<file path="src/design/fatsd_pkg.sv">
`default_nettype none

package fatsd_pkg;

  localparam int SampleBits     = 16;
  localparam int PixelCountBits = 25;
  localparam int FrameIndexBits = 16;
  localparam int MaxPlanes      = 16;

  localparam int ThresholdBits = 16;
  localparam int AreaBits      = 17;
  localparam int ChanBits      = 5;
  localparam int PlaneBits     = 4;
  localparam int ProdBits      = PixelCountBits + AreaBits;

  localparam int ApbAddrBits = 4;
  localparam int ApbDataBits = 32;

  localparam logic [ThresholdBits-1:0] ThresholdReset = '0;
  localparam logic [AreaBits-1:0]      AreaReset      = AreaBits'(32768);
  localparam logic [ChanBits-1:0]      SelChanReset   = '1;
  localparam logic [ChanBits-1:0]      ChanCountReset = ChanBits'(1);
  localparam logic [ChanBits-1:0]      MaxPlanesCode  = ChanBits'(MaxPlanes);

  typedef enum logic [1:0] {
    RegThreshold = 2'd0,
    RegArea      = 2'd1,
    RegSelChan   = 2'd2,
    RegChanCount = 2'd3
  } reg_idx_e;

  typedef struct packed {
    logic [ThresholdBits-1:0] pix_thresh;
    logic [AreaBits-1:0]      area_fraction;
    logic [ChanBits-1:0]      selected_channel;
    logic [ChanBits-1:0]      channel_count;
  } cfg_t;

  // Closed-out frame counts (or a pass-through beat) from count to classify.
  typedef struct packed {
    logic                      start_run;
    logic                      frame_end;
    logic [PixelCountBits-1:0] hits;
    logic [PixelCountBits-1:0] total;
  } frame_t;

endpackage

`default_nettype wire

</file>
<file path="src/design/fatsd_cfg_regs.sv">
`default_nettype none

module fatsd_cfg_regs
  import fatsd_pkg::*;
(
  input  wire logic                   clk_i,
  input  wire logic                   rst_ni,
  input  wire logic                   psel,
  input  wire logic                   penable,
  input  wire logic                   pwrite,
  input  wire logic [ApbAddrBits-1:0] paddr,
  input  wire logic [ApbDataBits-1:0] pwdata,
  output logic      [ApbDataBits-1:0] prdata,
  output logic                        pready,
  output cfg_t                        cfg_o
);

  cfg_t     cfg_q, cfg_d;
  reg_idx_e idx;
  logic     wr_en;

  assign idx    = reg_idx_e'(paddr[3:2]);
  assign wr_en  = psel & penable & pwrite;
  assign pready = 1'b1;

  always_comb begin
    cfg_d = cfg_q;
    if (wr_en) begin
      unique case (idx)
        RegThreshold: cfg_d.pix_thresh       = pwdata[ThresholdBits-1:0];
        RegArea:      cfg_d.area_fraction    = pwdata[AreaBits-1:0];
        RegSelChan:   cfg_d.selected_channel = pwdata[ChanBits-1:0];
        RegChanCount: cfg_d.channel_count    = pwdata[ChanBits-1:0];
        default:      cfg_d = cfg_q;
      endcase
    end
  end

  always_comb begin
    unique case (idx)
      RegThreshold: prdata = ApbDataBits'(cfg_q.pix_thresh);
      RegArea:      prdata = ApbDataBits'(cfg_q.area_fraction);
      RegSelChan:   prdata = ApbDataBits'(cfg_q.selected_channel);
      RegChanCount: prdata = ApbDataBits'(cfg_q.channel_count);
      default:      prdata = '0;
    endcase
  end

  always_ff @(posedge clk_i or negedge rst_ni) begin
    if (!rst_ni) begin
      cfg_q.pix_thresh       <= ThresholdReset;
      cfg_q.area_fraction    <= AreaReset;
      cfg_q.selected_channel <= SelChanReset;
      cfg_q.channel_count    <= ChanCountReset;
    end else begin
      cfg_q <= cfg_d;
    end
  end

  assign cfg_o = cfg_q;

endmodule

`default_nettype wire

</file>
<file path="src/design/fatsd_count.sv">
`default_nettype none

module fatsd_count
  import fatsd_pkg::*;
(
  input  wire logic                  clk_i,
  input  wire logic                  rst_ni,
  input  wire cfg_t                  cfg_i,
  input  wire logic                  in_valid_i,
  output logic                       in_stall_o,
  input  wire logic                  start_run_i,
  input  wire logic [SampleBits-1:0] pixel_value_i,
  input  wire logic [PlaneBits-1:0]  plane_i,
  input  wire logic                  frame_end_i,
  output logic                       frame_valid_o,
  input  wire logic                  frame_ready_i,
  output frame_t                     frame_o
);

  localparam logic [PixelCountBits-1:0] CountMax = '1;

  // input register
  logic                  s1_valid_q, s1_valid_d;
  logic                  s1_start_q;
  logic [SampleBits-1:0] s1_pix_q;
  logic [PlaneBits-1:0]  s1_plane_q;
  logic                  s1_end_q;

  logic [PixelCountBits-1:0] hits_q, hits_d, total_q, total_d;
  logic [PixelCountBits-1:0] hits_new, total_new;

  logic                s1_adv, in_acc;
  logic                all_planes, take, is_hit;
  logic [ChanBits-1:0] eff_count, chan;

  assign s1_adv     = s1_valid_q & frame_ready_i;
  assign in_stall_o = s1_valid_q & ~frame_ready_i;
  assign in_acc     = in_valid_i & ~in_stall_o;

  always_comb begin
    all_planes = cfg_i.selected_channel[ChanBits-1];
    eff_count  = (cfg_i.channel_count > MaxPlanesCode) ? MaxPlanesCode : cfg_i.channel_count;
    chan       = (!all_planes && cfg_i.selected_channel >= eff_count) ? '0
                                                                       : cfg_i.selected_channel;
    take       = all_planes || (ChanBits'(s1_plane_q) == chan);
    is_hit     = ThresholdBits'(s1_pix_q) > cfg_i.pix_thresh;

    total_new = total_q;
    hits_new  = hits_q;
    if (take) begin
      total_new = (total_q == CountMax) ? CountMax : total_q + 1'b1;
      if (is_hit) begin
        hits_new = (hits_q == CountMax) ? CountMax : hits_q + 1'b1;
      end
    end
  end

  always_comb begin
    hits_d  = hits_q;
    total_d = total_q;
    if (s1_adv) begin
      // counts restart after the last beat of a frame
      hits_d  = s1_end_q ? '0 : hits_new;
      total_d = s1_end_q ? '0 : total_new;
    end
    s1_valid_d = in_acc | (s1_valid_q & ~frame_ready_i);
  end

  assign frame_valid_o     = s1_valid_q;
  assign frame_o.start_run = s1_start_q;
  assign frame_o.frame_end = s1_end_q;
  assign frame_o.hits      = hits_new;
  assign frame_o.total     = total_new;

  always_ff @(posedge clk_i or negedge rst_ni) begin
    if (!rst_ni) begin
      s1_valid_q <= 1'b0;
      hits_q     <= '0;
      total_q    <= '0;
    end else begin
      s1_valid_q <= s1_valid_d;
      hits_q     <= hits_d;
      total_q    <= total_d;
    end
  end

  always_ff @(posedge clk_i) begin
    if (in_acc) begin
      s1_start_q <= start_run_i;
      s1_pix_q   <= pixel_value_i;
      s1_plane_q <= plane_i;
      s1_end_q   <= frame_end_i;
    end
  end

  a_hits_le_total: assert property (@(posedge clk_i) disable iff (!rst_ni)
    hits_q <= total_q)
    else $error("hit count exceeds pixel total");

endmodule

`default_nettype wire

</file>
<file path="src/design/fatsd_classify.sv">
`default_nettype none

module fatsd_classify
  import fatsd_pkg::*;
(
  input  wire logic        clk_i,
  input  wire logic        rst_ni,
  input  wire cfg_t        cfg_i,
  input  wire logic        frame_valid_i,
  output logic             frame_ready_o,
  input  wire frame_t      frame_i,
  output logic             out_valid_o,
  input  wire logic        out_stall_i,
  output logic             frame_foreground_o,
  output logic [15:0]      frame_number_o,
  output logic             found_any_o,
  output logic [15:0]      first_found_frame_o,
  output logic             early_hit_o,
  output logic             no_hit_o,
  output logic             in_range_o
);

  localparam logic [FrameIndexBits-1:0] FrameMax = '1;

  logic   s2_valid_q, s2_valid_d;
  frame_t s2_q;

  logic                      found_q, found_d;
  logic [FrameIndexBits-1:0] fcnt_q, fcnt_d, first_q, first_d;

  logic        out_valid_q, out_valid_d;
  logic        fg_q, found_out_q, t_in_q, t_out_q, in_rng_q;
  logic [15:0] num_q, first_out_q;

  logic                      out_ready, s2_adv, s2_load, res_load;
  logic                      fc_found, fg, t_in, t_out;
  logic [FrameIndexBits-1:0] fc_cnt, fc_first;
  logic [ProdBits-1:0]       lhs, rhs;

  assign out_ready     = ~out_valid_q | ~out_stall_i;
  assign s2_adv        = s2_valid_q & (~s2_q.frame_end | out_ready);
  assign frame_ready_o = ~s2_valid_q | s2_adv;
  assign s2_load       = frame_valid_i & frame_ready_o;
  assign res_load      = s2_adv & s2_q.frame_end;

  always_comb begin
    // run start clears the run state ahead of this beat
    fc_cnt   = s2_q.start_run ? '0   : fcnt_q;
    fc_found = s2_q.start_run ? 1'b0 : found_q;
    fc_first = s2_q.start_run ? '0   : first_q;

    lhs = ProdBits'({s2_q.hits, 16'h0000});
    rhs = ProdBits'(cfg_i.area_fraction) * ProdBits'(s2_q.total);
    fg  = (s2_q.total != '0) && (lhs > rhs);

    found_d = found_q;
    first_d = first_q;
    fcnt_d  = fcnt_q;
    if (s2_adv) begin
      found_d = fc_found;
      first_d = fc_first;
      fcnt_d  = fc_cnt;
      if (s2_q.frame_end) begin
        found_d = fc_found | fg;
        first_d = (fg && !fc_found) ? fc_cnt : fc_first;
        fcnt_d  = (fc_cnt == FrameMax) ? FrameMax : fc_cnt + 1'b1;
      end
    end

    t_in  = found_d && (first_d <= FrameIndexBits'(1));
    t_out = ~found_d;

    s2_valid_d  = s2_load | (s2_valid_q & ~s2_adv);
    out_valid_d = res_load | (out_valid_q & out_stall_i);
  end

  always_ff @(posedge clk_i or negedge rst_ni) begin
    if (!rst_ni) begin
      s2_valid_q  <= 1'b0;
      out_valid_q <= 1'b0;
      found_q     <= 1'b0;
      first_q     <= '0;
      fcnt_q      <= '0;
    end else begin
      s2_valid_q  <= s2_valid_d;
      out_valid_q <= out_valid_d;
      found_q     <= found_d;
      first_q     <= first_d;
      fcnt_q      <= fcnt_d;
    end
  end

  always_ff @(posedge clk_i) begin
    if (s2_load) begin
      s2_q <= frame_i;
    end
    if (res_load) begin
      fg_q        <= fg;
      num_q       <= 16'(fc_cnt);
      found_out_q <= found_d;
      first_out_q <= 16'(first_d);
      t_in_q      <= t_in;
      t_out_q     <= t_out;
      in_rng_q    <= ~t_in & ~t_out;
    end
  end

  assign out_valid_o         = out_valid_q;
  assign frame_foreground_o  = fg_q;
  assign frame_number_o      = num_q;
  assign found_any_o         = found_out_q;
  assign first_found_frame_o = first_out_q;
  assign early_hit_o         = t_in_q;
  assign no_hit_o            = t_out_q;
  assign in_range_o          = in_rng_q;

  a_first_needs_found: assert property (@(posedge clk_i) disable iff (!rst_ni)
    !found_q |-> first_q == '0)
    else $error("first frame index set without a found frame");

  a_status_onehot: assert property (@(posedge clk_i) disable iff (!rst_ni)
    out_valid_q |-> $onehot({t_in_q, t_out_q, in_rng_q}))
    else $error("range status not exactly one of three");

  a_frame_cnt_mono: assert property (@(posedge clk_i) disable iff (!rst_ni)
    s2_adv && !s2_q.start_run |=> fcnt_q >= $past(fcnt_q))
    else $error("frame counter went backwards without run start");

endmodule

`default_nettype wire

</file>
<file path="src/design/frame_area_threshold_surface_detect_core.sv">
// Channel   Handshake                       Payload
// in        in_valid_i / in_stall_o         start_run_i pixel_value_i plane_i frame_end_i
// out       out_valid_o / out_stall_i       frame_foreground_o frame_number_o found_any_o
//                                           first_found_frame_o early_hit_o no_hit_o
//                                           in_range_o
// cfg       APB psel penable pwrite paddr   pwdata / prdata, pready tied high
//
// One sample per clock while in_stall_o is low; a result becomes valid once the frame's
// last beat has passed the input reg, then the classify reg, then the result reg.
// The classify stage holds the 17x25 area multiply and the 42-bit compare.
// Reset clears counts, run state and all valid flags; config takes reset values.
// Samples keep flowing while a result waits; in_stall_o rises only once the
// input and classify stages are both held behind a stalled result.
`default_nettype none

module frame_area_threshold_surface_detect_core
  import fatsd_pkg::*;
(
  input  wire logic                   clk_i,
  input  wire logic                   rst_ni,
  input  wire logic                   psel,
  input  wire logic                   penable,
  input  wire logic                   pwrite,
  input  wire logic [ApbAddrBits-1:0] paddr,
  input  wire logic [ApbDataBits-1:0] pwdata,
  output logic      [ApbDataBits-1:0] prdata,
  output logic                        pready,
  input  wire logic                   in_valid_i,
  output logic                        in_stall_o,
  input  wire logic                   start_run_i,
  input  wire logic [SampleBits-1:0]  pixel_value_i,
  input  wire logic [PlaneBits-1:0]   plane_i,
  input  wire logic                   frame_end_i,
  output logic                        out_valid_o,
  input  wire logic                   out_stall_i,
  output logic                        frame_foreground_o,
  output logic [15:0]                 frame_number_o,
  output logic                        found_any_o,
  output logic [15:0]                 first_found_frame_o,
  output logic                        early_hit_o,
  output logic                        no_hit_o,
  output logic                        in_range_o
);

  cfg_t   cfg;
  frame_t frame;
  logic   frame_valid, frame_ready;

  fatsd_cfg_regs u_cfg (
    .clk_i   (clk_i),
    .rst_ni  (rst_ni),
    .psel    (psel),
    .penable (penable),
    .pwrite  (pwrite),
    .paddr   (paddr),
    .pwdata  (pwdata),
    .prdata  (prdata),
    .pready  (pready),
    .cfg_o   (cfg)
  );

  fatsd_count u_count (
    .clk_i         (clk_i),
    .rst_ni        (rst_ni),
    .cfg_i         (cfg),
    .in_valid_i    (in_valid_i),
    .in_stall_o    (in_stall_o),
    .start_run_i   (start_run_i),
    .pixel_value_i (pixel_value_i),
    .plane_i       (plane_i),
    .frame_end_i   (frame_end_i),
    .frame_valid_o (frame_valid),
    .frame_ready_i (frame_ready),
    .frame_o       (frame)
  );

  fatsd_classify u_classify (
    .clk_i               (clk_i),
    .rst_ni              (rst_ni),
    .cfg_i               (cfg),
    .frame_valid_i       (frame_valid),
    .frame_ready_o       (frame_ready),
    .frame_i             (frame),
    .out_valid_o         (out_valid_o),
    .out_stall_i         (out_stall_i),
    .frame_foreground_o  (frame_foreground_o),
    .frame_number_o      (frame_number_o),
    .found_any_o         (found_any_o),
    .first_found_frame_o (first_found_frame_o),
    .early_hit_o         (early_hit_o),
    .no_hit_o            (no_hit_o),
    .in_range_o          (in_range_o)
  );

endmodule

`default_nettype wire
</file>
<file path="config.mk">
export PLATFORM = sky130hd
export DESIGN_NAME = frame_area_threshold_surface_detect_core
export DESIGN_NICKNAME = d
export VERILOG_FILES = /design/src/design/fatsd_pkg.sv /design/src/design/fatsd_cfg_regs.sv /design/src/design/fatsd_count.sv /design/src/design/fatsd_classify.sv /design/src/design/frame_area_threshold_surface_detect_core.sv
export SDC_FILE = /design/constraint.sdc
export NUM_CORES = 1
export LEC_CHECK = 0
export ABC_CLOCK_PERIOD_IN_PS = 13120
export BUFFER_PORTS_ARGS = -buffer_cell sky130_fd_sc_hd__buf_2
export CORE_MARGIN = 2
export CORE_UTILIZATION = 64
export CTS_BUF_LIST = sky130_fd_sc_hd__clkbuf_4 sky130_fd_sc_hd__clkbuf_8 sky130_fd_sc_hd__clkbuf_16
export DETAILED_ROUTE_END_ITERATION = 8
export MAX_ROUTING_LAYER = met4
export PLACE_DENSITY = 0.83
export SLEW_MARGIN = 20
export SYNTH_ARGS = -nofsm -noshare
export SYNTH_HDL_FRONTEND = slang
export SYNTH_SLANG_ARGS = --single-unit
</file>
<file path="constraint.sdc">
create_clock -name clk_i -period 13.12 [get_ports clk_i]
set_input_delay 0.656 -clock clk_i [delete_from_list [all_inputs] [get_ports clk_i]]
set_output_delay 0.656 -clock clk_i [all_outputs]
set_load 0.01 [all_outputs]
</file>
==> metrics.csv <==
stage;metric;value;unit
outcome;outcome;finished, final reports clean;
detailed_routing;first_pass_iters;5;
finish;final_common_cell;inv_1;
detailed_routing;drcViolationCount;0;
placed_design;gp_congestion;0.941;
logic_synthesis;synth-edff-count;111;
placed_design;numPortBuffers;103;
clock_tree;cts_resized;0;
finish;fillCellCount;2934;
logic_synthesis;async_flop_share;0.538;
worst_setup_path;end_kind;register;
floorplanning;ios;137;
detailed_routing;wirelength;66.4;mm
hold_path;hold_class;in -> async;
detailed_routing;num_vias;20365;
global_routing;grtUsageTotal;0.341;
global_routing;antenna_found_initial;3;
floorplanning;rows;73;
global_routing;grt_pass1_vias;21643;
worst_setup_path;critical_path_required;13430;ps
floorplanning;start_util;0.652;
timing;slew_violations;0;
logic_synthesis;synth.largest_area_cell;fa_1;
finish;final_cell_mix;490 x inv_1, 414 x nand2_1, 344 x fa_1;
worst_setup_path;critPathMaxStageDelay;1080;ps
floorplanning;die_height;206;µm
flow_run;max_cap_viol_count;0;
timing;tns;0;ps
timing;max_freq;86.7;MHz
logic_synthesis;yosys_warnings;0;
logic_synthesis;synth_area_leaders;fa_1 26%, edfxtp_1 13%, dfrtp_1 12%, ha_1 7.9%, inv_1 7.1%;
logic_synthesis;yosysTopAreaCellShare;0.264;
floorplanning;dieArea;42400;µm²
clock_tree;htree_num_levels;1;
clock_tree;cts_setup_buffers;0;
global_routing;grt_max_degree;91;
floorplanning;core;40000;µm²
timing;finalClockSkew;25.3;ps
timing;maxSlewHeadroom;0.246;
finish;final_nets;3383;
worst_setup_path;cp_top_family;adder cells;
global_routing;grt_pass1_wl;110;mm
logic_synthesis;synth_seq_area_share;0.252;
worst_setup_path;crit_type;reg -> reg;
detailed_routing;antenna_left;0;
worst_setup_path;critPathBufInv;5;
timing;worstMarginPinSlew;1130;ps
clock_tree;cts_tree;built;
logic_synthesis;syn_avg_cell_area;9.35;µm²
logic_synthesis;syn_inst;2791;
clock_tree;cts_hold_buf;0;
timing;setup_violations;0;
timing;layout_setup_ws;1590;ps
worst_setup_path;arrival;11840;ps
timing;rsz0062_at_grt;no;
floorplanning;chipWidth;206;µm
logic_synthesis;synth_cell_types;84;
finish;synthToLayoutAreaGrowth;6.36;%
logic_synthesis;synth_flop_cell;dfrtp_1;
timing;fin_crit_sh;0.879;
detailed_routing;wl_per_cell;19.8;µm
clock_tree;clkTransAtPathRegs;60;ps
global_routing;grt_remaining_overflow;0;
timing;hold_viol_final;0;
placed_design;dp_hpwl;49.6;mm
logic_synthesis;ys_ff_latch;240;
clock_tree;clkLatencyLatePin;570;ps
detailed_routing;drt-vias-per-instance;6.07;
clock_tree;cts_sinks;240;
timing;period_minus_slack;11530;ps
finish;fin_util;0.694;
clock_tree;cts-root-buf;clkbuf_16;
clock_tree;cts_buffer_depth;3;
worst_setup_path;r2r_slack;1590;ps
worst_setup_path;cpMaxStageDelayCell;dfrtp_1;
clock_tree;cts_buffers;25;
logic_synthesis;netlist_area;26100;µm²
detailed_routing;drt_iter0_markers;1776;
worst_setup_path;start_kind;register;
worst_setup_path;crit_path_frequent_cell;fa_1;
finish;drive_gt1_frac;0.0994;
worst_setup_path;path_max_fanout;27;
placed_design;dp_slack;1880;ps
## registers in the layout, indices dropped and copies added (netlist names), 25 cells and up
signal           count
u_classify.lhs      25
u_classify.s2_q     27
u_count.total_q     25
u_cfg.cfg_o         43
u_count.hits_q      25
## area by class of cell
| type | count | area, µm² | area share |
|---|---|---|---|
| antenna | 3 | 7.51 | 0.000271 |
| sequential | 240 | 6570 | 0.237 |
| clock buffer | 33 | 692 | 0.0249 |
| clock inverter | 13 | 133 | 0.00478 |
| inverter | 491 | 1840 | 0.0664 |
| timing repair buffer | 142 | 811 | 0.0292 |
| multi-input combinational | 1909 | 17000 | 0.614 |
| tap | 525 | 657 | 0.0237 |
## cells in the mapped netlist, types with 7 or more instances
master     number
xnor2_1        34
o22a_1         11
clkbuf_1      137
mux2_2         28
a311oi_1        8
inv_1         491
a211oi_1       21
nor3_1         23
o21ai_0        67
o21ai_2        11
fa_1          344
nor2b_1        19
and2_1        169
nand2_2        12
a21o_1         28
o21a_1         21
nand4_1        21
xor2_1         24
nand2b_1        7
nand3_1        34
nor2_1         86
a41oi_1         7
dfrtp_1       122
and3_1         36
mux2i_1        16
edfxtp_1      111
dfstp_2         7
or3_1           9
a31oi_1        36
nand2_1       414
a2bb2oi_1       7
buf_4          18
o31ai_1         7
ha_1          165
a21oi_1       115
and4_1          8
o211ai_1        7
nor4_1         19
## stage by stage
step	instance area, µm²	hold WS, ps	instances
floorplan	26100	360	2805
global placement	26900	406	3307
detailed placement	26900	405	3307
CTS	27700	211	3353
global route	27800	250	3356
finish	27800	179	3356
## cell families (layout without fill, tap and decap cells)
group | Yosys count | in the layout | share of synthesized area
AO/OA/AOI/OAI | 390 | 390 | 0.0991
other | 2 | 19 | 0.000288
flip-flops | 240 | 240 | 0.252
AND/OR/NAND/NOR | 887 | 887 | 0.165
adder cells (fa/ha/maj) | 509 | 509 | 0.343
XOR/XNOR | 58 | 58 | 0.0195
multiplexers | 49 | 49 | 0.0225
buffers and inverters | 656 | 679 | 0.0984
## final timing paths
kind	start	endpoint	cells after the start
setup / recovery	u_cfg.cfg_o[16]	u_classify.in_range_o	34
hold / removal	rst_ni	u_classify.first_q[11]	1
setup reg to reg	u_cfg.cfg_o[16]	u_classify.in_range_o	34
hold reg to reg	u_count.s1_start_q	u_classify.s2_q[51]	0
max in group asynchronous	rst_ni	u_count.hits_q[1]	2
min in group clk_i	pixel_value_i[0]	u_count.s1_pix_q[0]	1
## per-layer routing
metal | global-route usage | wire length [µm]
met4 | 0.191 | 4110
met2 | 0.550 | 32000
met3 | 0.0550 | 5970
met1 | 0.412 | 24400
met5 | - | 0
Power is not shown: default switching activity piles up to over one toggle a cycle in this logic, so the estimate is an artifact.
